`config.mk`:
```
export PLATFORM = sky130hd
export DESIGN_NAME = wildcard_byte_signature_search_unit
export DESIGN_NICKNAME = d
export VERILOG_FILES = /design/src/rtl/wbss_pkg.sv /design/src/rtl/wildcard_byte_signature_search_unit.sv
export SDC_FILE = /design/constraint.sdc
export NUM_CORES = 1
export LEC_CHECK = 0
export BUFFER_PORTS_ARGS = -buffer_cell sky130_fd_sc_hd__buf_4
export CORE_UTILIZATION = 55
export CTS_BUF_LIST = sky130_fd_sc_hd__clkbuf_4 sky130_fd_sc_hd__clkbuf_8 sky130_fd_sc_hd__clkbuf_16
export DETAILED_ROUTE_END_ITERATION = 6
export PLACE_DENSITY = 0.73
export SLEW_MARGIN = 20
export SYNTH_ARGS = -nofsm -noshare
export SYNTH_HDL_FRONTEND = slang
export SYNTH_SLANG_ARGS = --single-unit
```
`constraint.sdc`:
```
create_clock -name clk -period 17.1 [get_ports clk]
set_input_delay 2.565 -clock clk [delete_from_list [all_inputs] [get_ports clk]]
set_output_delay 2.565 -clock clk [all_outputs]
set_load 0.005 [all_outputs]
```
`src/rtl/wbss_pkg.sv`:
```
// Package for the wildcard byte signature search unit.
// Holds the channel payload types, configuration register indexes and fixed widths.
// No dependencies.
package wbss_pkg;

  // Fixed sizes and widths of the pattern, configuration and result fields.
  localparam int PATTERN_BYTES_MAX = 16;
  localparam int LEN_W = 5;
  localparam int CARE_W = 16;
  localparam int CFG_DATA_W = 64;
  localparam int CFG_INDEX_W = 2;
  localparam int RESULT_OFFSET_W = 32;

  // Configuration register indexes.
  localparam logic [CFG_INDEX_W-1:0] REG_PATTERN_LOW = 2'd0;
  localparam logic [CFG_INDEX_W-1:0] REG_PATTERN_HIGH = 2'd1;
  localparam logic [CFG_INDEX_W-1:0] REG_CARE_MASK = 2'd2;
  localparam logic [CFG_INDEX_W-1:0] REG_PATTERN_LENGTH = 2'd3;

  // Reset values of the configuration registers.
  localparam logic [CARE_W-1:0] CARE_MASK_RESET = 16'hFFFF;
  localparam logic [LEN_W-1:0] PATTERN_LENGTH_RESET = 5'd1;

  // One input byte of the scanned image.
  typedef struct packed {
    logic [7:0] data_byte;
    logic       last_byte;
  } search_in_t;

  // One scan result.
  typedef struct packed {
    logic                       found;
    logic [RESULT_OFFSET_W-1:0] match_offset;
  } search_out_t;

endpackage

```
`src/rtl/wildcard_byte_signature_search_unit.sv`:
```
// Top level of the wildcard byte signature search unit.
// Depends on wbss_pkg for payload types, register indexes and widths.
//
// The unit takes one image byte per transfer and reports, on the byte marked last, whether
// the configured pattern (up to 16 bytes, each byte either compared or a wildcard) occurred
// and the offset of the first byte of its first occurrence (0 when not found). It sustains
// one byte per clock: a byte is registered on transfer, compared from that register against
// the window of the most recent bytes, and the result is held in an output register. Input
// stalls only when a last byte meets a result that has not yet been taken. Scan state clears
// after each last byte; the pattern registers are kept and may be written only while the
// unit is idle.
module wildcard_byte_signature_search_unit
  import wbss_pkg::*;
#(
  parameter int MAX_PATTERN = 16,
  parameter int OFFSET_BITS = 32
) (
  input  logic                   clk,
  input  logic                   rst,
  input  logic                   cfg_write,
  input  logic [CFG_INDEX_W-1:0] cfg_index,
  input  logic [CFG_DATA_W-1:0]  cfg_data,
  input  logic                   in_valid,
  output logic                   in_ready,
  input  search_in_t             in_item,
  output logic                   out_valid,
  input  logic                   out_ready,
  output search_out_t            out_result
);

  // Longest usable pattern and the history needed to cover it.
  localparam int LIMIT = (MAX_PATTERN < PATTERN_BYTES_MAX) ? MAX_PATTERN : PATTERN_BYTES_MAX;
  localparam int HIST_DEPTH = (LIMIT > 1) ? LIMIT - 1 : 1;
  localparam int WIN_IDX_W = (LIMIT > 1) ? $clog2(LIMIT) : 1;

  // Configuration registers.
  logic [63:0]       pattern_bytes_low;
  logic [63:0]       pattern_bytes_high;
  logic [CARE_W-1:0] care_mask;
  logic [LEN_W-1:0]  pattern_length;

  // Input register stage.
  logic       s1_valid;
  search_in_t s1_item;
  logic       s1_advance;

  // Scan state.
  logic [7:0]             recent_bytes [HIST_DEPTH];
  logic [OFFSET_BITS-1:0] bytes_seen;
  logic                   match_seen;
  logic [OFFSET_BITS-1:0] first_match_offset;

  // Combinational scan values.
  logic [LEN_W-1:0]       eff_len;
  logic [LEN_W-1:0]       eff_len_m1;
  logic [7:0]             window [LIMIT];
  logic [8*PATTERN_BYTES_MAX-1:0] pattern_all;
  logic                   window_hit;
  logic                   counting;
  logic                   long_enough;
  logic                   match_seen_next;
  logic [OFFSET_BITS-1:0] first_match_offset_next;
  logic [OFFSET_BITS+RESULT_OFFSET_W-1:0] offset_ext;

  // Configuration writes.
  always_ff @(posedge clk) begin
    if (rst) begin
      pattern_bytes_low <= '0;
      pattern_bytes_high <= '0;
      care_mask <= CARE_MASK_RESET;
      pattern_length <= PATTERN_LENGTH_RESET;
    end else if (cfg_write) begin
      case (cfg_index)
        REG_PATTERN_LOW: pattern_bytes_low <= cfg_data;
        REG_PATTERN_HIGH: pattern_bytes_high <= cfg_data;
        REG_CARE_MASK: care_mask <= cfg_data[CARE_W-1:0];
        REG_PATTERN_LENGTH: pattern_length <= cfg_data[LEN_W-1:0];
        default: begin
        end
      endcase
    end
  end

  // The registered byte moves on unless it is a last byte facing a held result.
  assign s1_advance = s1_valid && !(s1_item.last_byte && out_valid && !out_ready);
  assign in_ready = !s1_valid || s1_advance;

  always_ff @(posedge clk) begin
    if (rst) begin
      s1_valid <= 1'b0;
    end else if (in_ready) begin
      s1_valid <= in_valid;
    end
  end

  always_ff @(posedge clk) begin
    if (in_valid && in_ready) begin
      s1_item <= in_item;
    end
  end

  // Effective pattern length: zero counts as one, and it is capped at the usable maximum.
  always_comb begin
    if (pattern_length == '0) begin
      eff_len = LEN_W'(1);
    end else if (pattern_length > LEN_W'(LIMIT)) begin
      eff_len = LEN_W'(LIMIT);
    end else begin
      eff_len = pattern_length;
    end
  end
  assign eff_len_m1 = eff_len - LEN_W'(1);

  // Window of the newest bytes: entry 0 is the current byte, entry k is k bytes back.
  always_comb begin
    window[0] = s1_item.data_byte;
    for (int k = 1; k < LIMIT; k++) begin
      window[k] = recent_bytes[k-1];
    end
  end

  // Masked compare of every pattern byte in use against its window position.
  assign pattern_all = {pattern_bytes_high, pattern_bytes_low};
  always_comb begin
    logic [LEN_W-1:0] back;
    window_hit = 1'b1;
    for (int i = 0; i < LIMIT; i++) begin
      back = eff_len_m1 - LEN_W'(i);
      if ((LEN_W'(i) < eff_len) && care_mask[i] &&
          (window[back[WIN_IDX_W-1:0]] != pattern_all[8*i +: 8])) begin
        window_hit = 1'b0;
      end
    end
  end

  // Match bookkeeping; a saturated counter stops all further matching.
  assign counting = (bytes_seen != '1);
  assign long_enough = (bytes_seen >= {{(OFFSET_BITS-LEN_W){1'b0}}, eff_len_m1});

  always_comb begin
    match_seen_next = match_seen;
    first_match_offset_next = first_match_offset;
    if (counting && !match_seen && long_enough && window_hit) begin
      match_seen_next = 1'b1;
      first_match_offset_next = bytes_seen - {{(OFFSET_BITS-LEN_W){1'b0}}, eff_len_m1};
    end
  end

  // Scan state update; everything returns to reset after the last byte.
  always_ff @(posedge clk) begin
    if (rst) begin
      bytes_seen <= '0;
      match_seen <= 1'b0;
      first_match_offset <= '0;
      for (int k = 0; k < HIST_DEPTH; k++) begin
        recent_bytes[k] <= '0;
      end
    end else if (s1_advance) begin
      if (s1_item.last_byte) begin
        bytes_seen <= '0;
        match_seen <= 1'b0;
        first_match_offset <= '0;
        for (int k = 0; k < HIST_DEPTH; k++) begin
          recent_bytes[k] <= '0;
        end
      end else begin
        match_seen <= match_seen_next;
        first_match_offset <= first_match_offset_next;
        if (counting) begin
          bytes_seen <= bytes_seen + OFFSET_BITS'(1);
          recent_bytes[0] <= s1_item.data_byte;
          for (int k = 1; k < HIST_DEPTH; k++) begin
            recent_bytes[k] <= recent_bytes[k-1];
          end
        end
      end
    end
  end

  // Result register.
  assign offset_ext = {{RESULT_OFFSET_W{1'b0}}, first_match_offset_next};

  always_ff @(posedge clk) begin
    if (rst) begin
      out_valid <= 1'b0;
    end else if (s1_advance && s1_item.last_byte) begin
      out_valid <= 1'b1;
    end else if (out_ready) begin
      out_valid <= 1'b0;
    end
  end

  always_ff @(posedge clk) begin
    if (s1_advance && s1_item.last_byte) begin
      out_result.found <= match_seen_next;
      out_result.match_offset <= match_seen_next ? offset_ext[RESULT_OFFSET_W-1:0] : '0;
    end
  end

endmodule

```
==> flow_summary.ini <==
[clock_network]
cts_resized = 0
cts_setup_buffers = 0
cts_root_buf = clkbuf_16
clk_latency_ps = 590
cts.sinks = 378
clockBufferDepth = 3
cts_tree = done
cts.reportedPaths.clkPinSlew_ps = 70
ctsHoldBuffers = 0
numCtsBuffers = 42
cts_htree_levels = 2

[outcome]
status = finished clean

[grt]
gr-usage-met3_pct = 7.242
antenna_found_initial = 0
grt_pass1_wl_mm = 123.2
gr-max-usage-layer = met2
grt_usage_pct = 37.51
grtUsageMet2_pct = 55.66
grt_max_degree = 86
gr-total-overflow = 0
first_global_vias = 19440
met1_usage_pct = 53.46

[critical_path]
worstRegToRegCells = 18
critPathMaxFanout = 70
r2r_start = pattern_length[1]$_SDFFE_PP0P_
required_ps = 17590
setup.worst_path.start = pattern_length[1]$_SDFFE_PP0P_
endpoint_kind = flop
startpoint_type = flop
cp_data_arrival_time_ps = 7870
crit_type = flop to flop

[timing]
relSlewSlack_pct = 29.36
hold_ws_ps = 464.9
fin_skew_ps = 30.47
finalCritPeriodShare_pct = 43.15
max_freq_mhz = 135.5
hold_viol_final = 0
post-route-min-period_ps = 7380
finalSetupViolCount = 0
report.final.slew_viol_count = 0
rsz0062_at_grt = no
tightest_slew_ps = 1060
tns_ps = 0

[floorplan]
die_h_um = 209.3
fp.dieW_um = 209.3
rows = 75
core-area_um2 = 42130
die_area_um2 = 43790
io_pins = 115
start_util_pct = 56.07

[placed_design]
place.gp.congestion = 1.030
dp_hpwl_mm = 60.01
portBuffers = 114

[synthesis]
ys_types = 88
synthArstFlopShare_pct = 0
seq_area_frac_synth_pct = 38.56
yosysMostFrequentCell = nand2_1
yosysTopAreaCell = edfxtp_1
synth.cell_area_um2 = 23630
syn_nets = 2714
ys_warn_count = 0
syn_avg_cell_area_um2 = 9.028
synthTopCellsByArea = edfxtp_1 20%, dfxtp_1 19%, mux4_2 10%
synthCells = 2617
synth_common_cells = 401 x nand2_1, 245 x nor2_1, 224 x dfxtp_1
synth_edf_count = 154
yosysTopAreaCellShare_pct = 19.57
ys.flop_type = dfxtp_1
synth_seq_cells = 378

[hold_path]
holdPathStages = 1
hold_class = flop to flop
hp-start = first_match_offset[17]$_SDFFE_PP0P_

[routing]
wire_per_inst_um = 25.97
dr.pass1.iters = 6
routed_wl_mm = 82.63
drc = 0
viasPerCell = 6.665
vias = 21210
final_antenna_net_count = 0
dr.first_iter.drc_count = 2933

[layout]
fillCellCount = 3585
diodes = 0
syn_to_final_growth_pct = 10.41
drive_above_1_share_pct = 15.85
nets = 2707

[power]
power.density_nw_per_um2 = 95.31
leakage_nw = 9.885
vdd_drop_max_mv = 0.08649

[run]
drv_cap = 0
## flip-flops by register name, indices dropped and copies added (netlist names)
signal and count:
recent_bytes 120, pattern_bytes_high 64, pattern_bytes_low 64, out_result 33, bytes_seen 32, first_match_offset 32
care_mask 16, s1_item 9, pattern_length 5, match_seen 1, out_valid 1, s1_valid 1
## final timing paths
kind	end	slack [ps]
worst max-delay path	first_match_offset[14]$_SDFFE_PP0P_	9720
worst min-delay path	first_match_offset[17]$_SDFFE_PP0P_	460
worst max register to register	first_match_offset[14]$_SDFFE_PP0P_	9720
worst min register to register	first_match_offset[17]$_SDFFE_PP0P_	460
## worst max-delay path: stages (launching register included)
cell,delay (ps)
dfxtp_4,660
buf_4,670
or4_1,430
nand2_4,370
ha_1,450
buf_4,530
ha_1,380
a31oi_4,60
xnor2_2,230
buf_4,320
mux4_2,550
xnor2_1,170
nand2_1,70
nor4_1,500
o2111ai_1,220
nor4b_2,580
and2_4,290
nand2_2,360
o2bb2ai_1,310
## logic make-up after synthesis
group | after synthesis | share of synthesized area, %
mux | 227 | 15.41
simple gates | 860 | 15.95
xor+xnor | 170 | 6.477
flops | 378 | 38.56
fa+ha+maj | 19 | 1.017
compound gates | 608 | 16.55
buf+inv | 355 | 6.043
## layout by cell type (no fill, tap or decap), drive strengths merged, types with 17 or more instances in the layout
cell type  Yosys  final
a21oi        161    161
a22oi         60     60
buf           53    151
clkbuf       149     59
dfxtp        224    224
edfxtp       154    154
inv          152    158
mux2          33     33
mux2i         88     88
mux4         106    106
nand2        404    404
nand3         32     32
nand3b        19     19
nand4         31     31
nor2         248    248
nor2b         39     39
nor3          17     17
nor4          25     25
o211ai        22     22
o21ai        116    116
o221ai        23     23
o22ai        119    119
o2bb2ai       32     32
xnor2         74     74
xor2          96     96
## per-stage QoR
step,util (%),cells,cell area [um2],power [mW],setup WS [ps]
detailed placement,58.50,3105,24650,1.544,9975
finish,61.91,3182,26080,2.486,9721
floorplan,-,2617,23630,1.368,11260
CTS,61.88,3182,26070,2.480,9888
global route,61.91,3182,26080,2.559,9473
global placement,58.50,3105,24650,1.535,10180
## area by class of cell
type,instances,area (um2),share of cell area [%]
Inverter,153,579.3,2.221
Clock buffer,59,1256,4.816
Sequential cell,378,9117,34.95
Clock inverter,18,166.4,0.6380
Multi-Input combinational cell,1884,13160,50.44
Timing Repair Buffer,151,1134,4.346
Tap cell,539,674.4,2.586
## per-layer routing
metal,vias to the layer above,wire length [um]
met5,-,0
met4,0,3881
met3,191,9280
met2,1281,35820
met1,10350,33650
li1,9387,-
## power by group
part	total [mW]	internal, mW	switching [mW]
registers	1.01	0.971	0.0362
clock network	0.943	0.548	0.395
logic	0.536	0.206	0.330
(Power assumes the default switching activity.)
